$ cat src/hw/rtl/ggps_pkg.sv
package ggps_pkg;

   // fixed field widths
   localparam int XW = 7;
   localparam int YW = 6;
   localparam int ACTW = 2;
   localparam int STW = 3;
   localparam int CSR_IDXW = 2;
   localparam int CSR_DW = 7;

   // signed probe coordinates, wide enough for one step past either edge
   localparam int CXW = XW + 2;
   localparam int CYW = YW + 2;

   // action codes
   localparam logic [ACTW-1:0] ACT_MARK = 2'd0;
   localparam logic [ACTW-1:0] ACT_RESTART = 2'd1;
   localparam logic [ACTW-1:0] ACT_STEP = 2'd2;

   // configuration register indexes
   localparam logic [CSR_IDXW-1:0] REG_START_X = 2'd0;
   localparam logic [CSR_IDXW-1:0] REG_START_Y = 2'd1;
   localparam logic [CSR_IDXW-1:0] REG_TARGET_X = 2'd2;
   localparam logic [CSR_IDXW-1:0] REG_TARGET_Y = 2'd3;

   typedef enum logic [STW-1:0] {
      ST_ACCEPTED = 3'd0,
      ST_MOVED = 3'd1,
      ST_BLOCKED = 3'd2,
      ST_ARRIVED = 3'd3,
      ST_INVALID = 3'd4
   } status_type;

   // which coordinate the probe unit works on
   typedef enum logic [1:0] {
      PM_CELL,
      PM_START,
      PM_STEP
   } probe_mode_type;

   typedef enum logic [2:0] {
      FSM_CLEAR,
      FSM_IDLE,
      FSM_DECODE,
      FSM_READ,
      FSM_EVAL,
      FSM_FIN
   } fsm_type;

   // candidate cell out of the probe unit
   typedef struct packed {
      logic signed [CXW-1:0] x;
      logic signed [CYW-1:0] y;
      logic in_grid;
      logic at_target;
   } probe_type;

endpackage

$ cat src/hw/rtl/ggps_probe.sv
module ggps_probe #(
   parameter int GRID_W = 128,
   parameter int GRID_H = 64,
   parameter int ADDR_W = 13
) (
   input  ggps_pkg::probe_mode_type   mode,
   input  logic [1:0]                 probe_idx,
   input  logic [ggps_pkg::XW-1:0]    cur_x,
   input  logic [ggps_pkg::YW-1:0]    cur_y,
   input  logic [ggps_pkg::XW-1:0]    start_x,
   input  logic [ggps_pkg::YW-1:0]    start_y,
   input  logic [ggps_pkg::XW-1:0]    target_x,
   input  logic [ggps_pkg::YW-1:0]    target_y,
   input  logic [ggps_pkg::XW-1:0]    cell_x,
   input  logic [ggps_pkg::YW-1:0]    cell_y,
   output ggps_pkg::probe_type        probe,
   output logic [ADDR_W-1:0]          addr
);

   localparam int X_LIM = (GRID_W < 128) ? GRID_W : 128;
   localparam int Y_LIM = (GRID_H < 64) ? GRID_H : 64;
   localparam logic signed [ggps_pkg::CXW-1:0] X_LIM_S = ggps_pkg::CXW'(X_LIM);
   localparam logic signed [ggps_pkg::CYW-1:0] Y_LIM_S = ggps_pkg::CYW'(Y_LIM);
   localparam logic [ADDR_W-1:0] ROW_STRIDE = ADDR_W'(GRID_W);

   logic signed [ggps_pkg::CXW-1:0] base_x, sx, dx, cx;
   logic signed [ggps_pkg::CYW-1:0] base_y, sy, dy, cy;
   logic gt_x, lt_x, gt_y, lt_y, in_grid;

   // direction toward the target
   always_comb begin
      gt_x = target_x > cur_x;
      lt_x = target_x < cur_x;
      gt_y = target_y > cur_y;
      lt_y = target_y < cur_y;
      sx = gt_x ? 9'sd1 : (lt_x ? -9'sd1 : 9'sd0);
      sy = gt_y ? 8'sd1 : (lt_y ? -8'sd1 : 8'sd0);
   end

   // candidate cell for the current mode and probe number
   always_comb begin
      base_x = {2'b00, cur_x};
      base_y = {2'b00, cur_y};
      dx = '0;
      dy = '0;
      cx = {2'b00, cell_x};
      cy = {2'b00, cell_y};
      unique case (mode)
         ggps_pkg::PM_CELL: begin
            cx = {2'b00, cell_x};
            cy = {2'b00, cell_y};
         end
         ggps_pkg::PM_START: begin
            cx = {2'b00, start_x};
            cy = {2'b00, start_y};
         end
         ggps_pkg::PM_STEP: begin
            if (sx != 9'sd0 && sy != 8'sd0) begin
               // diagonal first, then along x, then along y
               dx = (probe_idx == 2'd2) ? 9'sd0 : sx;
               dy = (probe_idx == 2'd1) ? 8'sd0 : sy;
            end else if (sy == 8'sd0) begin
               // straight along x, then sidestep down and up
               dx = sx;
               dy = (probe_idx == 2'd1) ? 8'sd1 : ((probe_idx == 2'd2) ? -8'sd1 : 8'sd0);
            end else begin
               // straight along y, then sidestep right and left
               dy = sy;
               dx = (probe_idx == 2'd1) ? 9'sd1 : ((probe_idx == 2'd2) ? -9'sd1 : 9'sd0);
            end
            cx = base_x + dx;
            cy = base_y + dy;
         end
         default: begin
            cx = {2'b00, cell_x};
            cy = {2'b00, cell_y};
         end
      endcase
   end

   // grid limits and cell address
   always_comb begin
      in_grid = (cx >= 9'sd0) && (cx < X_LIM_S) && (cy >= 8'sd0) && (cy < Y_LIM_S);
      addr = in_grid ? (ADDR_W'(cy[ggps_pkg::YW-1:0]) * ROW_STRIDE
                        + ADDR_W'(cx[ggps_pkg::XW-1:0])) : '0;
      probe.x = cx;
      probe.y = cy;
      probe.in_grid = in_grid;
      probe.at_target = !gt_x && !lt_x && !gt_y && !lt_y;
   end

endmodule

$ cat config.mk
export PLATFORM = sky130hd
export DESIGN_NAME = ggps_probe
export DESIGN_NICKNAME = d
export VERILOG_FILES = /design/src/hw/rtl/ggps_pkg.sv /design/src/hw/rtl/ggps_probe.sv
export SDC_FILE = /design/constraint.sdc
export NUM_CORES = 1
export LEC_CHECK = 0
export BUFFER_PORTS_ARGS = -buffer_cell sky130_fd_sc_hd__buf_2
export CAP_MARGIN = 40
export CORE_MARGIN = 2
export CORE_UTILIZATION = 48
export DETAILED_ROUTE_END_ITERATION = 8
export GPL_TIMING_DRIVEN = 0
export PLACE_DENSITY = 0.86
export SYNTH_ARGS = -nofsm -noshare
export SYNTH_HDL_FRONTEND = slang
export SYNTH_SLANG_ARGS = --single-unit
$ cat constraint.sdc
create_clock -name vclk -period 5
set_input_delay 0.5 -clock vclk [all_inputs]
set_output_delay 0.5 -clock vclk [all_outputs]
set_load 0.05 [all_outputs]
Word level (Yosys, flattened, before mapping)
Index checks and enable logic that the tools add are counted.
{ "word_totals": {"ff_bits": 0, "inputBits": 56, "wordCells": 48} }
{ "classes": {"reduce_logical": 14, "order_cmp": 8, "add_sub_neg": 3, "muxes": 19, "eq_ne": 4} }
{ "ops": {"columns": ["op", "count"], "rows": [
  ["$mux W9", 8],
  ["$mux W8", 8],
  ["$pmux W9 S2", 1],
  ["$pmux W8 S2", 1],
  ["$add A13 B7 Y13", 1],
  ["$mux W13", 1],
  ["$add A8 B9 Y9", 1],
  ["$ge A9 B1 Y1 const B", 1],
  ["$lt A9 B9 Y1 const B", 1],
  ["$reduce_bool A9 Y1", 1],
  ["$add A7 B8 Y8", 1],
  ["$ge A8 B1 Y1 const B", 1],
  ["$logic_not A8 Y1", 1],
  ["$lt A8 B8 Y1 const B", 1],
  ["$reduce_bool A8 Y1", 1],
  ["$gt A7 B7 Y1", 1],
  ["$logic_and A1 B1 Y1", 7],
  ["$lt A7 B7 Y1", 1],
  ["$gt A6 B6 Y1", 1],
  ["$lt A6 B6 Y1", 1],
  ["$eq A2 B1 Y1 const B", 2],
  ["$eq A2 B2 Y1 const B", 2],
  ["$logic_not A1 Y1", 4]
]} }

Logic depth before layout (Yosys ltp)
{ "depth": {"ltp_word": 14, "mapped_depth": 20} }

Worst setup path after synthesis
No wires, ideal clock.
{ "synth_path": {"path_kind": "input-to-output", "startpoint": "input cur_y[5] (netlist name)", "endpoint": "output addr[4]", "path_stages": 14, "n_path_buf": 0, "arrival_time_ps": 4703, "setup_slack_ps": -203, "required_time_ps": 4500, "path_cell_list": "inv_1 -> ha_1 -> nand2_1 -> o2111a_1 -> o21ai_1 -> mux2i_1 -> inv_1 -> ha_1 -> nor2b_1 -> o31a_1 -> a211oi_1 -> a21oi_1 -> o21ai_0 -> and2_2"} }
{ "synth_rtl": {"columns": ["element", "line_no", "text"], "rows": [
  ["start, declared", "ggps_probe.sv:9", "input logic [ggps_pkg::YW-1:0] cur_y,"],
  ["end, declared", "ggps_probe.sv:17", "output logic [ADDR_W-1:0] addr"]
]} }

Worst setup path in the final report
{ "layout_path": {"startpoint": "input cur_x[2] (netlist name)", "endpoint": "output addr[2]"} }
{ "layout_between": {"elab_chain_cells": 14, "word_cells_on_any_way": 25, "classes_between": "add/sub (3); order compare (6); mux (11); reduce/logical (5)"} }
{ "layout_rtl": {"columns": ["element", "line_no", "text"], "rows": [
  ["start, declared", "ggps_probe.sv:8", "input logic [ggps_pkg::XW-1:0] cur_x,"],
  ["$lt A7 B7 Y1", "ggps_probe.sv:33", "lt_x = target_x < cur_x;"],
  ["$mux W9 (2 in series)", "ggps_probe.sv:36", "sx = gt_x ? 9'sd1 : (lt_x ? -9'sd1 : 9'sd0);"],
  ["$reduce_bool A9 Y1", "ggps_probe.sv:58", "if (sx != 9'sd0 && sy != 8'sd0) begin"],
  ["$logic_and A1 B1 Y1", "ggps_probe.sv:58", null],
  ["$mux W9", "ggps_probe.sv:58", null],
  ["$mux W9", "ggps_probe.sv:48", "unique case (mode)"],
  ["$add A8 B9 Y9", "ggps_probe.sv:71", "cx = base_x + dx;"],
  ["$pmux W9 S2", "ggps_probe.sv:48", null],
  ["$ge A9 B1 Y1 or $lt A9 B9 Y1 (tied branches)", "ggps_probe.sv:83", "in_grid = (cx >= 9'sd0) && (cx < X_LIM_S) && (cy >= 8'sd0) && (cy < Y_LIM_S);"],
  ["$logic_and A1 B1 Y1 (2 in series)", "ggps_probe.sv:83", null],
  ["$logic_and A1 B1 Y1 *", "ggps_probe.sv:83", null],
  ["via in_grid", "ggps_probe.sv:28", "logic gt_x, lt_x, gt_y, lt_y, in_grid;"],
  ["$mux W13 *", "ggps_probe.sv:84", "addr = in_grid ? (ADDR_W'(cy[ggps_pkg::YW-1:0]) * ROW_STRIDE"]
]} }
The timed path passes the listed nets; every way through them passes the cells marked *. The select of a mux whose other input is x is not followed.

==> flow_metrics.tcl <==
set metrics [dict create \
    status "complete, no violations" \
    viasPerCell 5.47 \
    pwr-share-seq_pct 0 \
    synthesis.nets 310 \
    io_buffer_count 88 \
    ios 88 \
    wl_per_cell_um 13.1 \
    hold_violations 0 \
    dieWidth_um 61.3 \
    relSlewSlack_pct 67.2 \
    hold-path-endpoint "probe[15]" \
    fin_tns_setup_ps 0 \
    antenna_found_initial 0 \
    worstPathRequired_ps 4500 \
    drive_above_1_share_pct 40.4 \
    dpl_cell_area_um2 2080 \
    yosysTopAreaCellShare_pct 23.8 \
    worst_pin_slew_ps 487 \
    worstPathMaxFanout 10 \
    synth_area_um2 1570 \
    power.leakage_nw 1.14 \
    coreArea_um2 3080 \
    post-route-cell-area_um2 2150 \
    place_inst 355 \
    vias 1949 \
    max_freq_ghz 0.209 \
    nets 401 \
    pwr-share-clk_pct 0 \
    num_rows 20 \
    power_uw 427 \
    drv_cap 0 \
    n_clock_buffer 0 \
    synth_cell_type_count 60 \
    die_h_um 61.3 \
    dpl.hpwl_um 3840 \
    start_util_pct 51.1 \
    grt_pass1_vias 1720 \
    worstPathArrival_ps 4290 \
    yosysSeqAreaShare_pct 0 \
    ff_latch_area_um2 0 \
    place_ws_ps -422 \
    synth.area.top_cells "ha_1, inv_1, a21oi_1" \
    whs_path_depth 4 \
    antenna_cells 0 \
    setup.worst_path.class "in2out" \
    netSwitchingFraction_pct 64.9 \
    fin_crit_sh_pct 95.9 \
    grtUsageTotal_pct 23.7 \
    drcViolationCount 0 \
    start_kind "input pin" \
    avgSynthCellArea_um2 7.06 \
    p_sw_uw 277 \
    p_comb_share_pct 100.0 \
    grt_max_degree 11 \
    ant_nets 0 \
    fin_crit_ps 4790 \
    initialDrtViolationCount 46 \
    maxSlewViolCount 0 \
    routabilityCongestion 0.880 \
    ys_warn_count 0 \
    layout.cells.non_filler 356 \
    min_from "cell_x[5]" \
    wl_um 4660 \
    hp-class "in2out" \
    drt_first_pass_iters 5 \
    ir_drop_mv 0.169 \
    grt_pass1_wl_um 7040 \
    seq_cells 0 \
    setup_viol 0 \
    intPower_uw 150 \
    p_per_area_nw_per_um2 199 \
    syn_inst 223 \
    area_growth_pct 36.4 \
    die-area_um2 3750 \
    yosys.area.top_type "ha_1" \
    crit_path_end_kind "primary output" \
    globalRouteOverflowTotal 0 \
    fin_ws_ps 207 \
]
worst max-delay path by stage:
stage | startpoint | to | slack (ps) | cells after the start
6_report | cur_x[2] | addr[2] | 210 | 22
5_1_grt | cur_y[1] | addr[2] | -10 | 22
4_1_cts | cur_x[6] | addr[3] | 20 | 22
3_5_place_dp | cur_y[1] | addr[3] | -420 | 20
3_3_place_gp | cur_y[5] | addr[10] | -370 | 19
2_1_floorplan | cur_y[5] | addr[9] | 80 | 16
synthesized netlist by cell type (3+ instances only):
master,count
inv_1,27
nand2_1,16
clkbuf_1,4
nand3b_1,3
and2_2,12
a22oi_1,3
nor2_1,15
o21ai_0,19
a221oi_1,4
and3_1,3
nor3_1,3
a21oi_1,19
ha_1,30
xnor2_1,6
final cells by class:
| cell class | count | area (µm²) |
|---|---|---|
| repair buffers | 89 | 470 |
| plain buffers | 7 | 45.0 |
| well taps | 44 | 55.1 |
| multi-input cells | 188 | 1470 |
| inverters | 28 | 105 |
| fillers | 274 | 931 |
worst max-delay path, stage by stage:
cell,delay [ps]
buf_2,110
inv_1,40
ha_1,350
a21oi_1,270
and2_1,240
a21o_2,150
nand2_1,40
nand2_1,60
ha_1,200
inv_1,70
fa_1,400
nor2b_1,170
o31a_1,190
o21ai_2,80
a21boi_2,180
a21oi_1,90
o211a_1,220
a311o_2,360
inv_2,90
buf_6,120
and2_2,140
clkbuf_4,220
logic make-up (layout without fill, tap and decap cells):
| logic type | after synthesis | in the layout | share of synthesized area (%) |
|---|---|---|---|
| AOI/OAI and AO/OA | 74 | 74 | 32.2 |
| xor gates and xnor gates | 8 | 8 | 4.45 |
| adders and majority gates | 32 | 32 | 25.8 |
| buffers and inverters | 35 | 124 | 9.54 |
| muxes | 4 | 4 | 2.70 |
| and+or+nand+nor | 70 | 70 | 25.4 |
through the flow:
step | hold slack (ps) | util [%]
floorplan | 1210 | -
finish | 1410 | 69.8
detailed placement | 1410 | 67.6
global route | 1430 | 69.8
CTS | 1410 | 68.5
global placement | 1410 | 67.6
timing repair:
| item | in CTS | in global routing |
|---|---|---|
| gates resized for setup | 5 | 22 |
| hold endpoints to repair | 0 | 0 |
| setup endpoints to repair | 14 | 14 |
| hold buffers | 0 | 0 |
| buffers inserted | 1 | 0 |
| pin swaps | 0 | 1 |
power by group through the flow:
stage	combinational, mW	sequential, mW	clock [mW]
final	0.427	0	0
after global routing	0.458	0	0
after CTS	0.409	0	0
after detailed placement	0.402	0	0
after global placement	0.397	0	0
after floorplan	0.310	0	0
routing by layer:
layer / routed length, µm / part of all wire (%) / global-route usage (%)
met1: 2120 / 45 / 30.3
met2: 2220 / 48 / 44.4
met3: 243 / 5.2 / 1.26
met4: 81 / 1.7 / 3.42
met5: 0 / 0 / 0
cells in the final DEF, fill, tap and decap left out, drive strengths merged, types with 6 or more instances in the layout:
cell type   n
xnor2       6
buf        88
a21oi      19
and2       14
inv        28
nand2      16
clkbuf      8
nor2       15
ha         30
o21ai      20
(Power assumes the default switching activity.)
